`config.mk`:
```
export PLATFORM = sky130hd
export DESIGN_NAME = interval_timer_with_fractional_prescaler_core_flat
export DESIGN_NICKNAME = d
export VERILOG_FILES = /design/src/design/itfp_pkg.sv /design/src/design/itfp_if.sv /design/src/design/itfp_ctrl.sv /design/src/design/itfp_dp.sv /design/src/design/interval_timer_with_fractional_prescaler_core.sv /design/src/flat_wrapper.sv
export SDC_FILE = /design/constraint.sdc
export NUM_CORES = 2
export LEC_CHECK = 0
export ABC_AREA = 1
export BUFFER_PORTS_ARGS = -buffer_cell sky130_fd_sc_hd__buf_2
export CAP_MARGIN = 20
export CORE_ASPECT_RATIO = 0.75
export CORE_MARGIN = 2
export CORE_UTILIZATION = 42
export DETAILED_ROUTE_END_ITERATION = 7
export SYNTH_ARGS = -nofsm -noshare
export SYNTH_HDL_FRONTEND = slang
export SYNTH_SLANG_ARGS = --single-unit
```
`constraint.sdc`:
```
create_clock -name clk_i -period 6.8 [get_ports clk_i]
set_clock_uncertainty 0.05 [all_clocks]
set_input_delay 0.34 -clock clk_i [delete_from_list [all_inputs] [get_ports clk_i]]
set_output_delay 0.34 -clock clk_i [all_outputs]
set_load 0.05 [all_outputs]
```
`src/design/itfp_pkg.sv`:
```
// Shared types, constants and codes of the interval timer with fractional prescaler.
package itfp_pkg;

  // Field and register widths.
  localparam int unsigned OP_W      = 2;
  localparam int unsigned OFF_W     = 3;
  localparam int unsigned DATA_W    = 8;
  localparam int unsigned CPS_W     = 32;
  localparam int unsigned RATE_W    = 16;
  localparam int unsigned CNT16_W   = 16;
  localparam int unsigned CFG_IDX_W = 1;
  localparam int unsigned CFG_W     = 32;
  localparam int unsigned PROD_W    = CPS_W + RATE_W;
  localparam int unsigned STEP_W    = $clog2(CPS_W);

  // Default width of the CPU cycle counter.
  localparam int unsigned CYCLE_WIDTH_DEF = 32;

  // Reset values of the configuration registers.
  localparam logic [CPS_W-1:0]  CPS_RESET  = 32'd1024000;
  localparam logic [RATE_W-1:0] RATE_RESET = 16'd10000;

  // Configuration register indexes.
  localparam logic [CFG_IDX_W-1:0] CFG_CPS  = 1'b0;
  localparam logic [CFG_IDX_W-1:0] CFG_RATE = 1'b1;

  // Register offsets.
  localparam logic [OFF_W-1:0] OFF_IVL_LO  = 3'd0;
  localparam logic [OFF_W-1:0] OFF_IVL_HI  = 3'd1;
  localparam logic [OFF_W-1:0] OFF_CNT_LO  = 3'd2;
  localparam logic [OFF_W-1:0] OFF_CNT_HI  = 3'd3;
  localparam logic [OFF_W-1:0] OFF_SCRATCH = 3'd4;
  localparam logic [OFF_W-1:0] OFF_CTRL    = 3'd5;

  // Operation codes of an input beat.
  typedef enum logic [OP_W-1:0] {
    OP_TICK  = 2'd0,
    OP_WRITE = 2'd1,
    OP_READ  = 2'd2,
    OP_NONE  = 2'd3
  } op_e;

  // Controller states.
  typedef enum logic [1:0] {
    ST_IDLE,
    ST_MUL,
    ST_DIV
  } state_e;

  // Commands from the controller to the datapath.
  typedef struct packed {
    logic exec;
    logic mul;
    logic div_step;
    logic div_last;
  } cmd_t;

  // Status from the datapath to the controller.
  typedef struct packed {
    logic tick_due;
  } sts_t;

endpackage

```
`src/design/itfp_if.sv`:
```
// Valid/ready channel interfaces for the timer's input and result beats.
interface itfp_in_if import itfp_pkg::*; ();
  logic              valid;
  logic              ready;
  logic [OP_W-1:0]   operation;
  logic [OFF_W-1:0]  reg_offset;
  logic [DATA_W-1:0] write_data;

  modport source (output valid, output operation, output reg_offset, output write_data,
                  input ready);
  modport sink   (input valid, input operation, input reg_offset, input write_data,
                  output ready);
endinterface

interface itfp_out_if import itfp_pkg::*; ();
  logic              valid;
  logic              ready;
  logic [DATA_W-1:0] read_data;
  logic              irq_pulse;

  modport source (output valid, output read_data, output irq_pulse, input ready);
  modport sink   (input valid, input read_data, input irq_pulse, output ready);
endinterface

```
`src/design/itfp_ctrl.sv`:
```
// Controller: accepts beats, sequences the boundary multiply and divide, owns the result valid.
module itfp_ctrl import itfp_pkg::*; (
  input  logic clk_i,
  input  logic rst_ni,
  input  logic in_valid_i,
  output logic in_ready_o,
  output logic out_valid_o,
  input  logic out_ready_i,
  input  sts_t sts_i,
  output cmd_t cmd_o
);

  state_e            state_q, state_d;
  logic [STEP_W-1:0] step_q, step_d;
  logic              out_valid_q, out_valid_d;
  logic              accept;

  // A beat is taken only while idle and the result register has room.
  assign in_ready_o  = (state_q == ST_IDLE) && (!out_valid_q || out_ready_i);
  assign accept      = in_valid_i && in_ready_o;
  assign out_valid_o = out_valid_q;

  always_ff @(posedge clk_i or negedge rst_ni) begin
    if (!rst_ni) begin
      state_q     <= ST_IDLE;
      step_q      <= '0;
      out_valid_q <= 1'b0;
    end else begin
      state_q     <= state_d;
      step_q      <= step_d;
      out_valid_q <= out_valid_d;
    end
  end

  // Next state and commands.
  always_comb begin
    state_d      = state_q;
    step_d       = step_q;
    cmd_o        = '0;
    out_valid_d  = out_valid_q;
    if (out_ready_i) begin
      out_valid_d = 1'b0;
    end
    unique case (state_q)
      ST_IDLE: begin
        if (accept) begin
          cmd_o.exec  = 1'b1;
          out_valid_d = 1'b1;
          if (sts_i.tick_due) begin
            state_d = ST_MUL;
          end
        end
      end
      ST_MUL: begin
        cmd_o.mul = 1'b1;
        step_d    = '0;
        state_d   = ST_DIV;
      end
      ST_DIV: begin
        cmd_o.div_step = 1'b1;
        step_d         = step_q + 1'b1;
        if (step_q == STEP_W'(CPS_W - 1)) begin
          cmd_o.div_last = 1'b1;
          state_d        = ST_IDLE;
        end
      end
      default: begin
        state_d = ST_IDLE;
      end
    endcase
  end

endmodule

```
`src/design/itfp_dp.sv`:
```
// Datapath: timer state, byte registers, prescaler and the radix-2 boundary divider.
module itfp_dp import itfp_pkg::*; #(
  parameter int unsigned CYCLE_WIDTH = CYCLE_WIDTH_DEF
) (
  input  logic                 clk_i,
  input  logic                 rst_ni,
  input  logic                 cfg_we_i,
  input  logic [CFG_IDX_W-1:0] cfg_idx_i,
  input  logic [CFG_W-1:0]     cfg_data_i,
  input  logic [OP_W-1:0]      operation_i,
  input  logic [OFF_W-1:0]     reg_offset_i,
  input  logic [DATA_W-1:0]    write_data_i,
  input  cmd_t                 cmd_i,
  output sts_t                 sts_o,
  output logic [DATA_W-1:0]    read_data_o,
  output logic                 irq_pulse_o
);

  localparam int unsigned CMP_W = (CYCLE_WIDTH > CPS_W) ? CYCLE_WIDTH : CPS_W;

  // Configuration registers.
  logic [CPS_W-1:0]  cps_q;
  logic [RATE_W-1:0] rate_q;

  // Architectural timer state.
  logic [CYCLE_WIDTH-1:0] cyc_q, cyc_d;
  logic [CPS_W-1:0]       bnd_q;
  logic [RATE_W-1:0]      phase_q, phase_d;
  logic [CNT16_W-1:0]     ivl_q, ivl_d;
  logic [CNT16_W-1:0]     tc_q, tc_d;
  logic                   en_q, en_d;
  logic [DATA_W-1:0]      scr_q, scr_d;

  // Boundary arithmetic operands and divider state.
  logic [CPS_W-1:0]  mul_a_q;
  logic [RATE_W-1:0] mul_b_q;
  logic [RATE_W-1:0] div_rate_q;
  logic [RATE_W-1:0] rem_q, rem_d;
  logic [CPS_W-1:0]  dq_q, dq_d;
  logic [PROD_W-1:0] prod;

  // Result register.
  logic [DATA_W-1:0] rd_q, rd_d;
  logic              irq_q, irq_d;

  // Prescaler terms for the beat at the input.
  logic [RATE_W-1:0] rate_eff;
  logic              due;
  logic [RATE_W:0]   ph_inc;
  logic              wrap;
  logic [RATE_W-1:0] ph_new;
  logic              hit;
  logic [RATE_W:0]   div_sh;
  logic              div_ge;
  logic [RATE_W:0]   div_sub;

  assign rate_eff = (rate_q == '0) ? RATE_W'(1) : rate_q;
  assign due      = (op_e'(operation_i) == OP_TICK) && (CMP_W'(cyc_q) >= CMP_W'(bnd_q));
  assign ph_inc   = {1'b0, phase_q} + 1'b1;
  assign wrap     = ph_inc >= {1'b0, rate_eff};
  assign ph_new   = wrap ? '0 : ph_inc[RATE_W-1:0];
  assign hit      = due && en_q && (tc_q >= ivl_q);
  assign sts_o.tick_due = due;

  // Beat execution: clock ticks, register writes and reads.
  always_comb begin
    cyc_d   = cyc_q;
    phase_d = phase_q;
    ivl_d   = ivl_q;
    tc_d    = tc_q;
    en_d    = en_q;
    scr_d   = scr_q;
    rd_d    = '0;
    irq_d   = 1'b0;
    case (op_e'(operation_i))
      OP_TICK: begin
        if (due) begin
          phase_d = ph_new;
          if (en_q) begin
            tc_d = (hit ? '0 : tc_q) + 1'b1;
          end
        end
        cyc_d = ((due && wrap) ? '0 : cyc_q) + 1'b1;
        irq_d = hit;
      end
      OP_WRITE: begin
        unique case (reg_offset_i)
          OFF_IVL_LO: begin
            ivl_d = {ivl_q[CNT16_W-1:DATA_W], write_data_i};
            if (ivl_d == '0) begin
              ivl_d = CNT16_W'(1);
            end
          end
          OFF_IVL_HI: begin
            ivl_d = {write_data_i, ivl_q[DATA_W-1:0]};
            if (ivl_d == '0) begin
              ivl_d = CNT16_W'(1);
            end
          end
          OFF_CNT_LO, OFF_CNT_HI: tc_d  = '0;
          OFF_SCRATCH:            scr_d = write_data_i;
          OFF_CTRL:               en_d  = write_data_i[0];
          default: ;
        endcase
      end
      OP_READ: begin
        unique case (reg_offset_i)
          OFF_IVL_LO:  rd_d = ivl_q[DATA_W-1:0];
          OFF_IVL_HI:  rd_d = ivl_q[CNT16_W-1:DATA_W];
          OFF_CNT_LO:  rd_d = tc_q[DATA_W-1:0];
          OFF_CNT_HI:  rd_d = tc_q[CNT16_W-1:DATA_W];
          OFF_SCRATCH: rd_d = scr_q;
          OFF_CTRL:    rd_d = {{(DATA_W-1){1'b0}}, en_q};
          default:     rd_d = '0;
        endcase
      end
      default: ;
    endcase
  end

  // Multiply the latched operands; the high part is below the rate, so it seeds the remainder.
  assign prod = mul_a_q * mul_b_q;

  // One restoring divide step per cycle.
  assign div_sh  = {rem_q, dq_q[CPS_W-1]};
  assign div_ge  = div_sh >= {1'b0, div_rate_q};
  assign div_sub = div_sh - {1'b0, div_rate_q};

  always_comb begin
    rem_d = rem_q;
    dq_d  = dq_q;
    if (cmd_i.mul) begin
      rem_d = prod[PROD_W-1:CPS_W];
      dq_d  = prod[CPS_W-1:0];
    end else if (cmd_i.div_step) begin
      rem_d = div_ge ? div_sub[RATE_W-1:0] : div_sh[RATE_W-1:0];
      dq_d  = {dq_q[CPS_W-2:0], div_ge};
    end
  end

  // Configuration and timer state registers.
  always_ff @(posedge clk_i or negedge rst_ni) begin
    if (!rst_ni) begin
      cps_q   <= CPS_RESET;
      rate_q  <= RATE_RESET;
      cyc_q   <= '0;
      bnd_q   <= '0;
      phase_q <= '0;
      ivl_q   <= CNT16_W'(1);
      tc_q    <= '0;
      en_q    <= 1'b0;
      scr_q   <= '0;
    end else begin
      if (cfg_we_i) begin
        if (cfg_idx_i == CFG_CPS) begin
          cps_q <= cfg_data_i[CPS_W-1:0];
        end
        if (cfg_idx_i == CFG_RATE) begin
          rate_q <= cfg_data_i[RATE_W-1:0];
        end
      end
      if (cmd_i.exec) begin
        cyc_q   <= cyc_d;
        phase_q <= phase_d;
        ivl_q   <= ivl_d;
        tc_q    <= tc_d;
        en_q    <= en_d;
        scr_q   <= scr_d;
      end
      if (cmd_i.div_last) begin
        bnd_q <= dq_d;
      end
    end
  end

  // Operand latches, divider and result payload.
  always_ff @(posedge clk_i) begin
    if (cmd_i.exec) begin
      rd_q  <= rd_d;
      irq_q <= irq_d;
      if (due) begin
        mul_a_q    <= cps_q;
        mul_b_q    <= RATE_W'({1'b0, ph_new} + 1'b1);
        div_rate_q <= rate_eff;
      end
    end
    rem_q <= rem_d;
    dq_q  <= dq_d;
  end

  assign read_data_o = rd_q;
  assign irq_pulse_o = irq_q;

endmodule

```
`src/design/interval_timer_with_fractional_prescaler_core.sv`:
```
// Top level of the 16-bit interval timer with a fractional CPU-cycle prescaler.
//
//   Port        Dir  Beat contents
//   in_i        in   operation, reg_offset, write_data (tick, register write or read)
//   out_o       out  read_data, irq_pulse (one result per input beat)
//   cfg_*_i     in   index 0 CPU clock rate in cycles per second, index 1 tick_rate
//
// A beat that crosses no prescaler boundary is done at accept. A clock tick that
// crosses a boundary goes through accept, one multiply of the CPU clock rate by
// the new phase plus one, then 32 steps of the radix-2 divider that yields the next
// boundary. Its result beat is ready in the cycle after accept, as the divider runs.
// A new beat is taken only while the output register is empty or being drained.
// Reset is asynchronous and puts the timer at phase 0 with the registers at defaults.
module interval_timer_with_fractional_prescaler_core import itfp_pkg::*; #(
  parameter int unsigned CYCLE_WIDTH = CYCLE_WIDTH_DEF
) (
  input  logic                 clk_i,
  input  logic                 rst_ni,
  input  logic                 cfg_we_i,
  input  logic [CFG_IDX_W-1:0] cfg_idx_i,
  input  logic [CFG_W-1:0]     cfg_data_i,
  itfp_in_if.sink              in_i,
  itfp_out_if.source           out_o
);

  cmd_t cmd;
  sts_t sts;

  // Beat sequencing.
  itfp_ctrl u_ctrl (
    .clk_i       (clk_i),
    .rst_ni      (rst_ni),
    .in_valid_i  (in_i.valid),
    .in_ready_o  (in_i.ready),
    .out_valid_o (out_o.valid),
    .out_ready_i (out_o.ready),
    .sts_i       (sts),
    .cmd_o       (cmd)
  );

  // Timer state and arithmetic.
  itfp_dp #(
    .CYCLE_WIDTH (CYCLE_WIDTH)
  ) u_dp (
    .clk_i        (clk_i),
    .rst_ni       (rst_ni),
    .cfg_we_i     (cfg_we_i),
    .cfg_idx_i    (cfg_idx_i),
    .cfg_data_i   (cfg_data_i),
    .operation_i  (in_i.operation),
    .reg_offset_i (in_i.reg_offset),
    .write_data_i (in_i.write_data),
    .cmd_i        (cmd),
    .sts_o        (sts),
    .read_data_o  (out_o.read_data),
    .irq_pulse_o  (out_o.irq_pulse)
  );

endmodule
```
`src/flat_wrapper.sv`:
```
// flat-port wrapper written by rule: the top's interface ports become plain ports
module interval_timer_with_fractional_prescaler_core_flat import itfp_pkg::*;
#(
  parameter int unsigned CYCLE_WIDTH = CYCLE_WIDTH_DEF
)
  (clk_i, rst_ni, cfg_we_i, cfg_idx_i, cfg_data_i, in_i_valid, in_i_operation, in_i_reg_offset, in_i_write_data, in_i_ready, out_o_valid, out_o_read_data, out_o_irq_pulse, out_o_ready);
  itfp_in_if in_i_i ();
  itfp_out_if out_o_i ();
  input  logic clk_i;
  input  logic rst_ni;
  input  logic cfg_we_i;
  input  logic [CFG_IDX_W-1:0] cfg_idx_i;
  input  logic [CFG_W-1:0] cfg_data_i;
  input wire logic [$bits(in_i_i.valid)-1:0] in_i_valid;
  input wire logic [$bits(in_i_i.operation)-1:0] in_i_operation;
  input wire logic [$bits(in_i_i.reg_offset)-1:0] in_i_reg_offset;
  input wire logic [$bits(in_i_i.write_data)-1:0] in_i_write_data;
  output wire logic [$bits(in_i_i.ready)-1:0] in_i_ready;
  output wire logic [$bits(out_o_i.valid)-1:0] out_o_valid;
  output wire logic [$bits(out_o_i.read_data)-1:0] out_o_read_data;
  output wire logic [$bits(out_o_i.irq_pulse)-1:0] out_o_irq_pulse;
  input wire logic [$bits(out_o_i.ready)-1:0] out_o_ready;
  assign in_i_i.valid = in_i_valid;
  assign in_i_i.operation = in_i_operation;
  assign in_i_i.reg_offset = in_i_reg_offset;
  assign in_i_i.write_data = in_i_write_data;
  assign in_i_ready = in_i_i.ready;
  assign out_o_valid = out_o_i.valid;
  assign out_o_read_data = out_o_i.read_data;
  assign out_o_irq_pulse = out_o_i.irq_pulse;
  assign out_o_i.ready = out_o_ready;
  interval_timer_with_fractional_prescaler_core #(.CYCLE_WIDTH(CYCLE_WIDTH)) u_core (.clk_i(clk_i), .rst_ni(rst_ni), .cfg_we_i(cfg_we_i), .cfg_idx_i(cfg_idx_i), .cfg_data_i(cfg_data_i), .in_i(in_i_i), .out_o(out_o_i));
endmodule
```
======== Yosys cells after proc, flatten, opt, wreduce, memory -nomap -nowiden ========
Index checks and enable logic that the tools add are counted.
Widths: inputs -> output; s select.
word-level totals
  output and inout port bits .............. 11
  logic and storage cells ................. 110
  register bits ........................... 298
cells by class
  add/subtract/negate cells ............... 6
  muxes and demuxes ....................... 30
  eq/ne operators ......................... 18
  magnitude comparators ................... 4
  reductions and logical operators ........ 30
  bitwise operators ....................... 1
  multipliers ............................. 1
operator list
  kind                   number
  $mux 16                11
  $mux 32                3
  $pmux 16 s2            2
  $logic_not 16->1       3
  $mul 32x16->48         1
  $pmux 8 s6             1
  $ge 17x16->1           2
  $add 16x1->16 const B  2
  $add 32x1->32 const B  1
  $ge 32x32->1           1
  $add 16x1->17 const B  1
  $ge 16x16->1           1
  $sub 16x16->16         1
  $ne 2x2->1 const B     7
  $reduce_and 3->1       4
  $pmux 5 s2             1
  $mux 2                 4
  $reduce_and 2->1       4
  $reduce_and 4->1       2
  $reduce_bool 2->1      4
  $mux 1                 7
  $eq 3x2->1 const B     2
  $eq 3x3->1 const B     2
  $logic_and 1x1->1      6
  14 further kinds       17

======== Longest topological paths before layout ========
  depth after elaboration ................. 9
  gate-level depth with buffers ........... 32

======== Cells and area by module ========
A second synthesis with hierarchy kept.
second synthesis, totals
  cell total of the unflattened synthesis .. 4089
  area total of the unflattened synthesis .. 32640.1 um2
modules (own cells, without submodules)
  module     cells an instance  area an instance (um2)  sequential area each (um2)  times used
  itfp_dp    4028               32130.8                 7557.2                      1
  itfp_ctrl  61                 509.2                   200.2                       1

======== Worst setup path before layout ========
Ideal clock, no wire load.
  path type ............................... reg-to-reg
  from .................................... register u_core.u_dp.mul_a_q[5]
  to ...................................... register u_core.u_dp.rem_q[11], data pin
  clock period less this slack ............ 6.090 ns
  setup time .............................. 0.259 ns
  setup slack ............................. 0.710 ns
  stages on the path, launching flop included .. 27
  data arrival time ....................... 5.781 ns
  path buffers ............................ 2
  required time ........................... 6.491 ns
  cell sequence ........................... edfxtp_1 -> clkbuf_1 -> clkbuf_1 -> nand2_1 -> fa_1 -> inv_1 -> fa_1 -> inv_1 -> fa_1 -> inv_1 -> fa_1 -> fa_1 -> inv_1 -> fa_1 -> inv_1 -> ha_1 -> nand2_1 -> nor2_1 -> nand4_1 -> o311ai_1 -> nand2_1 -> nand2_1 -> nand3_1 -> nand3_1 -> a21oi_1 -> o21ai_0 -> nand2_1
between the ends
  longest elaborated chain between the ends .. 2
ends and longest elaborated chain
  item                       line            RTL
  start: declaration         itfp_dp.sv:35   logic [CPS_W-1:0] mul_a_q;
  start signal: assignment   itfp_dp.sv:182  mul_a_q <= cps_q;
  $mul 32x16->48             itfp_dp.sv:122  assign prod = mul_a_q * mul_b_q;
  $mux 16                    itfp_dp.sv:132  if (cmd_i.mul) begin
  via u_core.u_dp.rem_d[11]  itfp_dp.sv:38   logic [RATE_W-1:0] rem_q, rem_d;
  end signal: assignment     itfp_dp.sv:187  rem_q <= rem_d;
  end: declaration           itfp_dp.sv:38
The timed path passes the listed nets, and every way through them passes these cells.
A chain may end at the register's enable or synchronous reset.

======== Worst setup path after layout ========
  from .................................... register u_core.u_dp.mul_b_q[4]
  to ...................................... register u_core.u_dp.rem_q[10], data pin
between the ends
  longest elaborated chain between the ends .. 2
ends and longest elaborated chain
  item                       line            RTL
  start: declaration         itfp_dp.sv:36   logic [RATE_W-1:0] mul_b_q;
  start signal: assignment   itfp_dp.sv:183  mul_b_q <= RATE_W'({1'b0, ph_new} + 1'b1);
  $mul 32x16->48             itfp_dp.sv:122
  $mux 16                    itfp_dp.sv:132
  via u_core.u_dp.rem_d[10]  itfp_dp.sv:38
The timed path passes the listed nets, and every way through them passes these cells.

==> results_dict.tcl <==
set metrics [dict create \
    finalNonFillerCells 5193 \
    cp_slowest_cell "fa_1" \
    yosysTopAreaCell "fa_1" \
    place_area_um2 34400 \
    timing.rr.start "u_core.u_dp.mul_b_q[4]" \
    syn_avg_cell_area_um2 8.00 \
    rows 88 \
    wl_um 88100 \
    design_area_um2 36000 \
    critical_path_class "register to register" \
    port-buffer-count 61 \
    whs_ps 30.1 \
    dp_hpwl_um 70000 \
    r2r_setup_slack_ps 230 \
    cts.sinks 298 \
    cts_tree "built" \
    synth_cells 4053 \
    maxSlewHeadroom_pct 25.4 \
    drive_gt1_share_pct 8.63 \
    design.die.area_um2 79500 \
    cpPeakStageDelay_ps 600 \
    synth_cell_type_count 63 \
    final_util_pct 47.0 \
    whs_endpoint "u_core.u_dp.ivl_q[7]" \
    cts-root-buf "clkbuf_16" \
    hp-class "input port to register" \
    first_global_vias 25800 \
    grt_use_met2_pct 33.1 \
    status "finished, final reports clean" \
    clkTransAtPathRegs_ps 70 \
    yosysTopAreaCellShare_pct 25.9 \
    holdPathStages 3 \
    antenna_found_initial 0 \
    viasPerCell 4.96 \
    fillers 7657 \
    drt_iter0_drc 2050 \
    use_met3_pct 3.69 \
    finalWorstSetupSlack_ps 233 \
    crit_path_max_fanout 7 \
    finalHoldViolCount 0 \
    grt_pass1_wl_um 145000 \
    synthFlopType "dfrtp_1" \
    vias 25800 \
    dr.pass1.iters 6 \
    drv_slew 0 \
    synth.most_common_cell "nand2_1" \
    gr-usage-all-layers_pct 23.0 \
    dp_cells 5081 \
    tightest_slew_ps 1120 \
    clockBufferDepth 3 \
    antenna_cells 0 \
    fin_nets 4812 \
    synth_area_leaders "fa_1, dfrtp_1, nand2_1, inv_1, edfxtp_1" \
    required_ps 7030 \
    drc 0 \
    p_per_area_nw_per_um2 122 \
    clock_latency_ps 570 \
    cp_data_arrival_time_ps 6790 \
    ant_nets 0 \
    leakagePower_nw 18.9 \
    grt-busiest-layer "met1" \
    ys_top_cells_by_count "nand2_1, inv_1, fa_1" \
    syn_area_um2 32400 \
    numCtsBuffers 35 \
    start_util_pct 42.3 \
    h-tree-depth 2 \
    period_share_pct 96.6 \
    seq_area_um2 7760 \
    yosysWarnings 0 \
    period_minus_slack_ps 6570 \
    grt_overflow 0 \
    dp_slack_ps 167 \
    rsz0062_at_grt "yes" \
    met1_usage_pct 36.3 \
    coreArea_um2 76600 \
    die_w_um 325 \
    reg2regPathDepth 25 \
    async_flop_share_pct 59.4 \
    multi_input_area_um2 20300 \
    end_kind "register" \
    synth-seq-area-share_pct 23.9 \
    gp_congestion 0.926 \
    fmax_ghz 0.152 \
    io_pins 62 \
    die-height_um 245 \
    critPathLaunchType "register" \
    area_growth_pct 11.1 \
    setup_viol 0 \
    peakVddDrop_uv 197 \
    worstHoldStart "in_i_write_data[7]" \
    ys_ff_latch 298 \
    drt-wirelength-per-cell_um 17.0 \
    r2r_end "u_core.u_dp.rem_q[10]" \
    timing.max_cap.violations 0 \
    grt_max_degree 70 \
    synthesis.nets 4733 \
    synth_edf_count 89 \
]
==> layout by cell type, fill, tap and decap left out, drive strengths merged, types with 21 or more instances in the layout <==
master       instances
a21oi              141
buf                199
clkbuf              42
dfrtp              165
dfxtp               32
dlygate4sd3         21
edfxtp              89
fa                 419
ha                 210
inv                974
nand2              992
nand3               97
nand4               36
nor2               213
nor3                35
o21ai              234
o22ai               36
xnor2               35
xor2                38
==> timing repair <==
action,in CTS,in global routing
gates resized for setup,0,17
hold buffers,21,0
endpoints found under the setup margin,0,31
setup buffers,0,27
hold endpoints to repair,85,0
==> registers in the layout, indices dropped and copies added (netlist names), 32 cells and up <==
| signal | flops |
|---|---|
| u_core.u_dp.bnd_q | 32 |
| u_core.u_dp.cps_q | 32 |
| u_core.u_dp.cyc_q | 32 |
| u_core.u_dp.dq_q | 32 |
| u_core.u_dp.mul_a_q | 32 |
==> per-layer routing <==
layer	vias to the layer above	wire length [µm]
li1	12400	-
met1	12500	43800
met2	823	35700
met3	86	7120
met4	0	1490
met5	-	0
==> cell type report <==
class / instances / area share, %
Multi-Input combinational cell: 2602 / 56.5
Sequential cell: 298 / 21.5
Inverter: 974 / 10.2
Timing Repair Buffer: 221 / 5.02
Tap cell: 1035 / 3.59
Clock buffer: 41 / 2.60
Clock inverter: 22 / 0.636
==> logic make-up after synthesis <==
logic type	count (synthesis)	share of synthesized area [%]
flops	298	23.9
xor+xnor	73	1.99
mux	16	0.555
buf+inv	1153	13.5
compound gates	485	8.19
simple gates	1399	17.9
fa+ha+maj	629	34.0
==> worst max-delay path: cells and delay by family (launching register included) <==
| family | cells | cell delay, ps |
|---|---|---|
| flops | 1 | 480 |
| simple gates | 4 | 410 |
| fa+ha+maj | 7 | 3490 |
| compound gates | 6 | 1130 |
| buf+inv | 8 | 740 |
==> how the worst max path moves through the flow <==
stage	from	end
after CTS	u_core.u_dp.mul_b_q[6]	u_core.u_dp.bnd_q[31]
final	u_core.u_dp.mul_b_q[4]	u_core.u_dp.rem_q[10]
after detailed placement	u_core.u_dp.mul_b_q[6]	u_core.u_dp.rem_q[14]
after global placement	u_core.u_dp.mul_b_q[6]	u_core.u_dp.rem_q[14]
after floorplan	u_core.u_dp.mul_a_q[5]	u_core.u_dp.rem_q[11]
after global routing	u_core.u_dp.mul_b_q[4]	u_core.u_dp.bnd_q[30]
==> through the flow <==
step / TNS, ps / power, mW
after CTS: 0 / 4.44
final: 0 / 4.39
after global placement: 0 / 2.46
after global routing: -49.0 / 4.57
after detailed placement: 0 / 2.47
after floorplan: 0 / 2.31
==> power by group <==
part	leakage [nW]	internal, mW	switching, mW
sequential	3.20	1.94	0.0826
clock	0.573	1.12	0.826
combinational	15.2	0.152	0.269
Note: power is estimated with default switching activity, not from simulation.
